File: src/design/stpseq_pkg.sv
// Shared types, codes and constants for the stepper position sequencer.
// Holds the coil drive tables; no dependencies.
package stpseq_pkg;

    // request codes carried in the input kind field
    typedef enum logic [2:0] {
        REQ_TICK      = 3'd0,
        REQ_MOVE      = 3'd1,
        REQ_JOG_UP    = 3'd2,
        REQ_JOG_DOWN  = 3'd3,
        REQ_CALIBRATE = 3'd4
    } req_type_t;

    // result status codes
    typedef enum logic [1:0] {
        STATUS_OK    = 2'd0,
        STATUS_RANGE = 2'd1,
        STATUS_BUSY  = 2'd2,
        STATUS_LIMIT = 2'd3
    } status_t;

    // drive modes
    typedef enum logic [1:0] {
        MODE_NORMAL = 2'd0,
        MODE_WAVE   = 2'd1,
        MODE_HALF   = 2'd2
    } drive_mode_t;

    // configuration register indexes
    typedef enum logic [1:0] {
        CFG_DRIVE_MODE   = 2'd0,
        CFG_HEIGHT_LIMIT = 2'd1,
        CFG_JOG_STEPS    = 2'd2
    } cfg_index_t;

    localparam int REQ_W        = 3;
    localparam int PERCENT_W    = 7;
    localparam int MODE_W       = 2;
    localparam int HEIGHT_W     = 20;
    localparam int JOG_W        = 16;
    localparam int CFG_ADDR_W   = 2;
    localparam int CFG_DATA_W   = 20;
    localparam int COIL_W       = 4;

    localparam logic [PERCENT_W-1:0] PERCENT_FULL_SCALE = 7'd100;
    localparam logic [HEIGHT_W-1:0]  HEIGHT_LIMIT_RESET = 20'd4096;
    localparam logic [JOG_W-1:0]     JOG_STEPS_RESET    = 16'd64;

    // command tag that travels down the pipeline beside the target
    typedef struct packed {
        logic [REQ_W-1:0] req_type;
        logic             pct_bad;
    } stpseq_cmd_t;

    // coil pattern for a drive mode and the low bits of the position
    function automatic logic [COIL_W-1:0] coil_pattern_f(input logic [MODE_W-1:0] mode,
                                                          input logic [2:0] phase);
        logic [COIL_W-1:0] pat;
        case (mode)
            MODE_WAVE: begin
                case (phase[1:0])
                    2'd0:    pat = 4'h1;
                    2'd1:    pat = 4'h2;
                    2'd2:    pat = 4'h4;
                    default: pat = 4'h8;
                endcase
            end
            MODE_HALF: begin
                case (phase)
                    3'd0:    pat = 4'h1;
                    3'd1:    pat = 4'h3;
                    3'd2:    pat = 4'h2;
                    3'd3:    pat = 4'h6;
                    3'd4:    pat = 4'h4;
                    3'd5:    pat = 4'hC;
                    3'd6:    pat = 4'h8;
                    default: pat = 4'h9;
                endcase
            end
            default: begin
                case (phase[1:0])
                    2'd0:    pat = 4'h3;
                    2'd1:    pat = 4'h6;
                    2'd2:    pat = 4'hC;
                    default: pat = 4'h9;
                endcase
            end
        endcase
        return pat;
    endfunction

endpackage

File: src/design/stepper_position_sequencer.sv
// Stepper position sequencer: top level with the configuration registers,
// pipeline flow control and result packing. Depends on stpseq_pkg,
// stpseq_target and stpseq_motion.
//
// Usage:
//   The input stream carries one event per transfer: the request kind on
//   s_axis_tuser and the move percent on s_axis_tdata. Every event gives
//   exactly one result transfer on the m_axis side with the coil pattern,
//   step flag, position, moving flag and status.
//   One event can be taken every cycle while the receiver does not stall; the
//   pipeline is five registers deep (percent product, two reciprocal stages,
//   quotient correction, then the motion state and result register).
//   When the receiver stalls, the whole pipeline holds and s_axis_tready
//   drops until the waiting result is taken; nothing is lost or repeated.
//   Reset (aresetn low, synchronous) empties the pipeline, zeroes position,
//   pending steps, direction and coils, and restores the configuration
//   defaults (normal drive, limit 4096, jog 64). Configuration writes
//   are taken on any cycle with cfg_wr_en high.
module stepper_position_sequencer
    import stpseq_pkg::*;
#(
    parameter int POSITION_BITS = 20
) (
    input  logic                                   aclk,
    input  logic                                   aresetn,
    // configuration writes
    input  logic                                   cfg_wr_en,
    input  logic [CFG_ADDR_W-1:0]                  cfg_addr,
    input  logic [CFG_DATA_W-1:0]                  cfg_wr_data,
    // event stream in
    input  logic                                   s_axis_tvalid,
    output logic                                   s_axis_tready,
    input  logic [7:0]                             s_axis_tdata,  // [6:0] percent
    input  logic [REQ_W-1:0]                       s_axis_tuser,  // [2:0] req_type
    // result stream out
    output logic                                   m_axis_tvalid,
    input  logic                                   m_axis_tready,
    // [3:0] coil_pattern, [4] coil_stepped, [POSITION_BITS+4:5] position,
    // then moving, then status (2 bits), zero padded to whole bytes
    output logic [((POSITION_BITS+15)/8)*8-1:0]    m_axis_tdata
);

    localparam int DW = ((POSITION_BITS + 15) / 8) * 8;
    localparam int CW = (POSITION_BITS > HEIGHT_W) ? POSITION_BITS : HEIGHT_W;

    logic [MODE_W-1:0]   drive_mode_reg;
    logic [HEIGHT_W-1:0] height_limit_reg;
    logic [JOG_W-1:0]    jog_steps_reg;

    logic                     en;
    logic                     m_valid_reg;
    stpseq_cmd_t              in_cmd;
    logic [CW-1:0]            height_ext;
    logic [CW-1:0]            pos_max_ext;
    logic [POSITION_BITS-1:0] eff_limit;

    logic                     t_valid;
    stpseq_cmd_t              t_cmd;
    logic [POSITION_BITS-1:0] t_target;

    logic [COIL_W-1:0]        coil_pattern;
    logic                     coil_stepped;
    logic [POSITION_BITS-1:0] position;
    logic                     moving;
    logic [1:0]               status;

    // configuration registers
    always_ff @(posedge aclk) begin
        if (!aresetn) begin
            drive_mode_reg   <= MODE_NORMAL;
            height_limit_reg <= HEIGHT_LIMIT_RESET;
            jog_steps_reg    <= JOG_STEPS_RESET;
        end else if (cfg_wr_en) begin
            case (cfg_addr)
                CFG_DRIVE_MODE:   drive_mode_reg   <= cfg_wr_data[MODE_W-1:0];
                CFG_HEIGHT_LIMIT: height_limit_reg <= cfg_wr_data[HEIGHT_W-1:0];
                CFG_JOG_STEPS:    jog_steps_reg    <= cfg_wr_data[JOG_W-1:0];
                default: begin
                end
            endcase
        end
    end

    // height limit capped at the largest position
    assign height_ext  = CW'(height_limit_reg);
    assign pos_max_ext = CW'({POSITION_BITS{1'b1}});
    assign eff_limit   = (height_ext > pos_max_ext) ? pos_max_ext[POSITION_BITS-1:0]
                                                    : height_ext[POSITION_BITS-1:0];

    // whole pipeline advances whenever the result register is free or being read
    assign en            = !m_valid_reg || m_axis_tready;
    assign s_axis_tready = en;

    assign in_cmd.req_type = s_axis_tuser;
    assign in_cmd.pct_bad  = s_axis_tdata[PERCENT_W-1:0] > PERCENT_FULL_SCALE;

    stpseq_target #(
        .POSITION_BITS (POSITION_BITS)
    ) u_target (
        .aclk       (aclk),
        .aresetn    (aresetn),
        .en         (en),
        .in_valid   (s_axis_tvalid),
        .in_cmd     (in_cmd),
        .in_percent (s_axis_tdata[PERCENT_W-1:0]),
        .eff_limit  (eff_limit),
        .out_valid  (t_valid),
        .out_cmd    (t_cmd),
        .out_target (t_target)
    );

    stpseq_motion #(
        .POSITION_BITS (POSITION_BITS)
    ) u_motion (
        .aclk         (aclk),
        .aresetn      (aresetn),
        .load         (en && t_valid),
        .cmd          (t_cmd),
        .target       (t_target),
        .drive_mode   (drive_mode_reg),
        .eff_limit    (eff_limit),
        .jog_steps    (jog_steps_reg),
        .coil_pattern (coil_pattern),
        .coil_stepped (coil_stepped),
        .position     (position),
        .moving       (moving),
        .status       (status)
    );

    // result valid follows the last pipeline stage
    always_ff @(posedge aclk) begin
        if (!aresetn) begin
            m_valid_reg <= 1'b0;
        end else if (en) begin
            m_valid_reg <= t_valid;
        end
    end

    assign m_axis_tvalid = m_valid_reg;
    assign m_axis_tdata  = DW'({status, moving, position, coil_stepped, coil_pattern});

endmodule

File: src/design/stpseq_target.sv
// Four-stage pipeline that turns a height percent into a target step position:
// limit * percent, then a reciprocal multiply for the divide by 100, then a correction.
// Depends on stpseq_pkg.
module stpseq_target
    import stpseq_pkg::*;
#(
    parameter int POSITION_BITS = 20
) (
    input  logic                       aclk,
    input  logic                       aresetn,
    input  logic                       en,
    input  logic                       in_valid,
    input  stpseq_cmd_t                in_cmd,
    input  logic [PERCENT_W-1:0]       in_percent,
    input  logic [POSITION_BITS-1:0]   eff_limit,
    output logic                       out_valid,
    output stpseq_cmd_t                out_cmd,
    output logic [POSITION_BITS-1:0]   out_target
);

    // product width, split point and reciprocal of 100 scaled by 2^PW
    localparam int PW = POSITION_BITS + PERCENT_W;
    localparam int H  = PW / 2;
    localparam int MW = POSITION_BITS + 1;
    localparam logic [MW-1:0] RECIP = MW'((64'd1 << PW) / 64'd100);
    localparam logic [PW-1:0] DIVISOR = PW'(100);

    logic               v1_reg, v2_reg, v3_reg, v4_reg;
    stpseq_cmd_t        cmd1_reg, cmd2_reg, cmd3_reg, cmd4_reg;
    logic [PW-1:0]      p1_reg, p2_reg, p3_reg;
    logic [PW-H+MW-1:0] pp_hi_reg;
    logic [H+MW-1:0]    pp_lo_reg;
    logic [MW-1:0]      q3_reg;
    logic [POSITION_BITS-1:0] target4_reg;

    logic [PW-1:0]      p1_next;
    logic [PW-H+MW-1:0] pp_hi_next;
    logic [H+MW-1:0]    pp_lo_next;
    logic [PW+MW-1:0]   prod_sum;
    logic [MW-1:0]      q3_next;
    logic [PW-1:0]      rem;
    logic [MW-1:0]      q_fix;
    logic [POSITION_BITS-1:0] target4_next;

    // stage 1: limit times percent
    assign p1_next = PW'(eff_limit) * PW'(in_percent);

    // stage 2: two partial products against the reciprocal
    assign pp_hi_next = (PW-H+MW)'(p1_reg[PW-1:H]) * (PW-H+MW)'(RECIP);
    assign pp_lo_next = (H+MW)'(p1_reg[H-1:0]) * (H+MW)'(RECIP);

    // stage 3: quotient estimate, never more than one below the true value
    assign prod_sum = {pp_hi_reg, {H{1'b0}}} + (PW+MW)'(pp_lo_reg);
    assign q3_next  = prod_sum[PW+MW-1:PW];

    // stage 4: remainder check and correction
    assign rem          = p3_reg - PW'(q3_reg) * DIVISOR;
    assign q_fix        = q3_reg + ((rem >= DIVISOR) ? MW'(1) : MW'(0));
    assign target4_next = q_fix[POSITION_BITS-1:0];

    // valid bits
    always_ff @(posedge aclk) begin
        if (!aresetn) begin
            v1_reg <= 1'b0;
            v2_reg <= 1'b0;
            v3_reg <= 1'b0;
            v4_reg <= 1'b0;
        end else if (en) begin
            v1_reg <= in_valid;
            v2_reg <= v1_reg;
            v3_reg <= v2_reg;
            v4_reg <= v3_reg;
        end
    end

    // stage payloads
    always_ff @(posedge aclk) begin
        if (en) begin
            cmd1_reg    <= in_cmd;
            p1_reg      <= p1_next;
            cmd2_reg    <= cmd1_reg;
            p2_reg      <= p1_reg;
            pp_hi_reg   <= pp_hi_next;
            pp_lo_reg   <= pp_lo_next;
            cmd3_reg    <= cmd2_reg;
            p3_reg      <= p2_reg;
            q3_reg      <= q3_next;
            cmd4_reg    <= cmd3_reg;
            target4_reg <= target4_next;
        end
    end

    assign out_valid  = v4_reg;
    assign out_cmd    = cmd4_reg;
    assign out_target = target4_reg;

endmodule

File: src/design/stpseq_motion.sv
// Motion state and result register: position, pending steps, direction and coils,
// updated once per item as it enters the result register. Depends on stpseq_pkg.
module stpseq_motion
    import stpseq_pkg::*;
#(
    parameter int POSITION_BITS = 20
) (
    input  logic                       aclk,
    input  logic                       aresetn,
    input  logic                       load,
    input  stpseq_cmd_t                cmd,
    input  logic [POSITION_BITS-1:0]   target,
    input  logic [MODE_W-1:0]          drive_mode,
    input  logic [POSITION_BITS-1:0]   eff_limit,
    input  logic [JOG_W-1:0]           jog_steps,
    output logic [COIL_W-1:0]          coil_pattern,
    output logic                       coil_stepped,
    output logic [POSITION_BITS-1:0]   position,
    output logic                       moving,
    output logic [1:0]                 status
);

    logic [POSITION_BITS-1:0] pos_reg, pos_next;
    logic [POSITION_BITS-1:0] rem_reg, rem_next;
    logic                     dir_reg, dir_next;
    logic [COIL_W-1:0]        coil_reg, coil_next;
    logic                     stepped_reg, stepped_next;
    status_t                  status_reg, status_next;

    logic                     busy;
    logic                     blocked;
    logic [POSITION_BITS-1:0] pos_step;

    // one step in the current direction, refused at either end
    assign busy     = rem_reg != '0;
    assign blocked  = dir_reg ? (pos_reg == '0) : (pos_reg >= eff_limit);
    assign pos_step = dir_reg ? (pos_reg - POSITION_BITS'(1)) : (pos_reg + POSITION_BITS'(1));

    // command decode
    always_comb begin
        pos_next     = pos_reg;
        rem_next     = rem_reg;
        dir_next     = dir_reg;
        coil_next    = coil_reg;
        stepped_next = 1'b0;
        status_next  = STATUS_OK;
        case (cmd.req_type)
            REQ_TICK: begin
                if (busy) begin
                    if (blocked) begin
                        rem_next    = '0;
                        status_next = STATUS_LIMIT;
                    end else begin
                        pos_next     = pos_step;
                        coil_next    = coil_pattern_f(drive_mode, pos_step[2:0]);
                        rem_next     = rem_reg - POSITION_BITS'(1);
                        stepped_next = 1'b1;
                    end
                end
            end
            REQ_MOVE: begin
                if (busy) begin
                    status_next = STATUS_BUSY;
                end else if (cmd.pct_bad) begin
                    status_next = STATUS_RANGE;
                end else if (target > pos_reg) begin
                    rem_next = target - pos_reg;
                    dir_next = 1'b0;
                end else begin
                    rem_next = pos_reg - target;
                    dir_next = 1'b1;
                end
            end
            REQ_JOG_UP, REQ_JOG_DOWN: begin
                if (busy) begin
                    status_next = STATUS_BUSY;
                end else begin
                    rem_next = POSITION_BITS'(jog_steps);
                    dir_next = (cmd.req_type == REQ_JOG_DOWN);
                end
            end
            REQ_CALIBRATE: begin
                pos_next = '0;
                rem_next = '0;
            end
            default: begin
            end
        endcase
    end

    // motion state
    always_ff @(posedge aclk) begin
        if (!aresetn) begin
            pos_reg  <= '0;
            rem_reg  <= '0;
            dir_reg  <= 1'b0;
            coil_reg <= '0;
        end else if (load) begin
            pos_reg  <= pos_next;
            rem_reg  <= rem_next;
            dir_reg  <= dir_next;
            coil_reg <= coil_next;
        end
    end

    // per-item result flags
    always_ff @(posedge aclk) begin
        if (load) begin
            stepped_reg <= stepped_next;
            status_reg  <= status_next;
        end
    end

    assign coil_pattern = coil_reg;
    assign coil_stepped = stepped_reg;
    assign position     = pos_reg;
    assign moving       = busy;
    assign status       = status_reg;

    // a step is only ever reported with an ok status
    a_step_ok: assert property (@(posedge aclk) disable iff (!aresetn)
        load |=> !(stepped_reg && status_reg != STATUS_OK))
        else $error("step reported with a non-ok status");

    // a limit stop leaves nothing pending
    a_limit_ends: assert property (@(posedge aclk) disable iff (!aresetn)
        load |=> (status_reg != STATUS_LIMIT || rem_reg == '0))
        else $error("limit status with steps still pending");

    // a reported step moves the position by exactly one
    a_step_one: assert property (@(posedge aclk) disable iff (!aresetn)
        load |=> (!stepped_reg || pos_reg == $past(pos_reg) + POSITION_BITS'(1)
                  || pos_reg == $past(pos_reg) - POSITION_BITS'(1)))
        else $error("step moved position by more than one");

    // calibrate parks at zero with no move pending
    a_calibrate: assert property (@(posedge aclk) disable iff (!aresetn)
        (load && cmd.req_type == REQ_CALIBRATE) |=> (pos_reg == '0 && rem_reg == '0))
        else $error("calibrate did not clear position");

endmodule

File: config.mk
export PLATFORM = sky130hd
export DESIGN_NAME = stepper_position_sequencer
export DESIGN_NICKNAME = d
export VERILOG_FILES = /design/src/design/stpseq_pkg.sv /design/src/design/stepper_position_sequencer.sv /design/src/design/stpseq_target.sv /design/src/design/stpseq_motion.sv
export SDC_FILE = /design/constraint.sdc
export NUM_CORES = 2
export LEC_CHECK = 0
export ABC_AREA = 1
export BUFFER_PORTS_ARGS = -buffer_cell sky130_fd_sc_hd__buf_2
export CORE_AREA = 2 2 229 231
export CTS_CLUSTER_DIAMETER = 30
export DETAILED_ROUTE_END_ITERATION = 10
export DIE_AREA = 0 0 231 233
export GPL_ROUTABILITY_DRIVEN = 0
export PLACE_DENSITY = 0.81
export RECOVER_POWER = 50
export SYNTH_ARGS = -nofsm -noshare
export SYNTH_HDL_FRONTEND = slang
export SYNTH_SLANG_ARGS = --single-unit
File: constraint.sdc
create_clock -name aclk -period 6.9 [get_ports aclk]
set_input_delay 0.69 -clock aclk [delete_from_list [all_inputs] [get_ports aclk]]
set_output_delay 0.69 -clock aclk [all_outputs]
set_load 0.005 [all_outputs]
==> impl_metrics.py <==
metrics = {
    "critical_path": {
        "start_kind": "flip-flop",
        "cp-end-kind": "flip-flop",
        "critPathMostFrequentCell": "nand2_1",
        "path_class": "reg2reg",
        "critPathSlowestCell": "fa_1",
        "path_max_fanout": 6,
        "cp_data_arrival_time_ns": 6.70,
        "cpPeakStageDelay_ns": 0.50,
        "cp.required_ns": 7.24,
    },
    "synthesis": {
        "synth-simple-area-share": 0.195,
        "yosys.area.top_type": "ha_1",
        "async_flop_share": 0,
        "synthXorXnorAreaFrac": 0.0433,
        "synth.avg_cell_area_um2": 8.00,
        "syn_inst": 4120,
        "synth-compound-area-share": 0.0908,
        "ys_seq_area_frac": 0.228,
        "synthAdderAreaFrac": 0.343,
        "synthFlopType": "edfxtp_1",
        "syn_area_mm2": 0.0330,
        "ys_ff_latch": 280,
        "synth_top_family_by_area": "adder cells",
        "yosysUniqueCellTypes": 49,
        "muxShareOfSynthArea": 0,
        "yosys_warnings": 0,
        "synth.area.top_cells": "ha_1, edfxtp_1, fa_1, nand2_1, inv_1",
        "synth_top_area_share": 0.180,
        "synth-edff-count": 192,
    },
    "timing": {
        "rsz0062_at_grt": "false",
        "slew_violations": 249,
        "final.min_clock_period_ns": 6.35,
        "setup_tns_ns": 0,
        "min_period_over_period": 0.921,
        "finClkSkew_ns": 0.0335,
        "worst_pin_slew_ns": 3.61,
        "relSlewSlack": -1.41,
        "setup_violations": 0,
        "fmax_ghz": 0.157,
        "hold_viol_final": 0,
    },
    "placement": {
        "dp_hpwl_um": 66800,
        "port_buffers": 66,
    },
    "outcome": {
        "outcome": "finished, violations left",
        "violations": "capacitance limit, slew limit",
    },
    "drt": {
        "finalWirelength_um": 86300,
        "vias": 28300,
        "drtIter0Drc": 2645,
        "drtAntennaViolNets": 0,
        "avgRoutedWirePerCell_um": 17.5,
        "viasPerCell": 5.75,
        "drc": 0,
        "dr.pass1.iters": 6,
    },
    "cts": {
        "cts_sinks": 280,
        "cts_hold_buf": 0,
        "clk_latency_ns": 0.60,
        "clkTransAtPathRegs_ns": 0.05,
        "clockBufferDepth": 3,
        "cts_tree": "yes",
        "root_buffer": "clkbuf_16",
        "cts_buffers": 68,
        "ctsHtreeMaxLevel": 3,
    },
    "floorplan": {
        "core_mm2": 0.0511,
        "fp.dieH_um": 233,
        "die_x_um": 231,
        "rows": 83,
        "start_util": 0.645,
        "die-area_mm2": 0.0538,
        "ioPinCount": 72,
    },
    "global_routing": {
        "grt_max_degree": 139,
        "antenna_found_initial": 3,
        "grt_pass1_wl_um": 140000,
        "grt_overflow_total": 0,
        "grt_pass1_vias": 27800,
        "grtUsageTotal": 0.328,
    },
    "finish": {
        "fillerInstances": 3881,
        "area_delta_synth_final_pct": 9.86,
        "fin_nets": 4971,
        "largest_register_ffs": 35,
        "drive_gt1_frac": 0.0483,
    },
    "min_path": {
        "holdCritPathClass": "in2reg",
    },
    "job": {
        "cap_violations": 3,
    },
}
[synth_stat cells (3+ instances only)]
| master | number |
|---|---|
| a211oi_1 | 4 |
| a21boi_0 | 3 |
| a21o_1 | 21 |
| a21oi_1 | 302 |
| a22oi_1 | 3 |
| a31oi_1 | 13 |
| and2_1 | 3 |
| and3_1 | 3 |
| buf_2 | 9 |
| buf_4 | 9 |
| buf_6 | 3 |
| clkbuf_1 | 59 |
| dfxtp_1 | 88 |
| edfxtp_1 | 192 |
| fa_1 | 269 |
| ha_1 | 474 |
| inv_1 | 765 |
| nand2_1 | 879 |
| nand2_2 | 3 |
| nand3_1 | 238 |
| nand3b_1 | 15 |
| nand4_1 | 53 |
| nor2_1 | 263 |
| nor2_2 | 3 |
| nor3_1 | 43 |
| nor4_1 | 12 |
| o2111ai_1 | 4 |
| o211ai_1 | 5 |
| o21a_1 | 9 |
| o21ai_0 | 149 |
| o21ai_1 | 7 |
| o21bai_1 | 26 |
| or2_2 | 9 |
| xnor2_1 | 49 |
| xor2_1 | 114 |
[cell type report]
cell class | count | area, um2 | share of cell area
Multi-Input combinational cell | 2995 | 22200 | 0.614
Antenna cell | 1 | 2.50 | 0.0000691
Inverter | 768 | 2880 | 0.0796
Clock inverter | 49 | 589 | 0.0163
Sequential cell | 280 | 7530 | 0.208
Tap cell | 680 | 851 | 0.0235
Clock buffer | 75 | 1760 | 0.0486
Timing Repair Buffer | 77 | 378 | 0.0104
[final timing paths]
kind | from | endpoint | slack, ns | depth (start not counted)
setup / recovery | u_target.q3_reg[6] | u_target.out_target[18] | 0.55 | 34
hold / removal | s_axis_tuser[1] | u_target.cmd1_reg[2] | 0.26 | 1
setup reg to reg | u_target.q3_reg[6] | u_target.out_target[18] | 0.55 | 34
hold reg to reg | u_target.pp_lo_reg[4] | u_target.p3_reg[4] | 0.41 | 0
[cell families (layout without fill, tap and decap cells)]
group	after synthesis	in the layout
buffers and inverters	848	969
flip-flops	280	280
AO/OA/AOI/OAI	552	552
XOR/XNOR	163	163
other	1	5
AND/OR/NAND/NOR	1533	1533
adder cells (fa/ha/maj)	743	743
[per-stage QoR]
stage	worst slack (ns)	area, um2	hold slack [ns]	utilization	std cells
after CTS	0.393	36200	0.239	0.709	4922
final	0.547	36200	0.258	0.709	4925
after detailed placement	0.412	33900	0.405	0.663	4798
after floorplan	1.27	33000	0.400	-	4123
after global routing	0.0212	36200	0.253	0.709	4924
after global placement	0.536	33900	0.401	0.663	4798
[layout by cell type (no fill, tap or decap), drive strengths merged, types with 12 or more instances in the layout]
cell type and count:
a21o 21, a21oi 303, a31oi 13, buf 58, clkbuf 94, clkinv 27
dfxtp 88, edfxtp 192, fa 269, ha 474, inv 775, nand2 882
nand3 240, nand3b 15, nand4 53, nor2 268, nor3 46, nor4 12
o21ai 156, o21bai 26, xnor2 49, xor2 114
[metal layers]
layer,up-vias,GRT usage,wire [um]
li1,13500,-,-
met1,13300,0.428,35700
met2,1239,0.531,39700
met3,268,0.0544,6870
met4,0,0.159,4060
met5,-,0,0
[critical path: cells and delay by family, from the launching register on]
kind,cells,cell delay [ns]
AND/OR/NAND/NOR,17,2.11
AO/OA/AOI/OAI,4,0.56
buffers and inverters,4,0.32
flip-flops,1,0.48
XOR/XNOR,2,0.28
adder cells (fa/ha/maj),7,2.36
[timing repair]
| item | in CTS | in global routing |
|---|---|---|
| resized for setup | 0 | 6 |
| setup buffers | 0 | 2 |
| endpoints found under the setup margin | 0 | 4 |
Power is left out: the tool's default activity adds up to more than one toggle a clock period on the data nets, which glitch-free logic cannot reach.
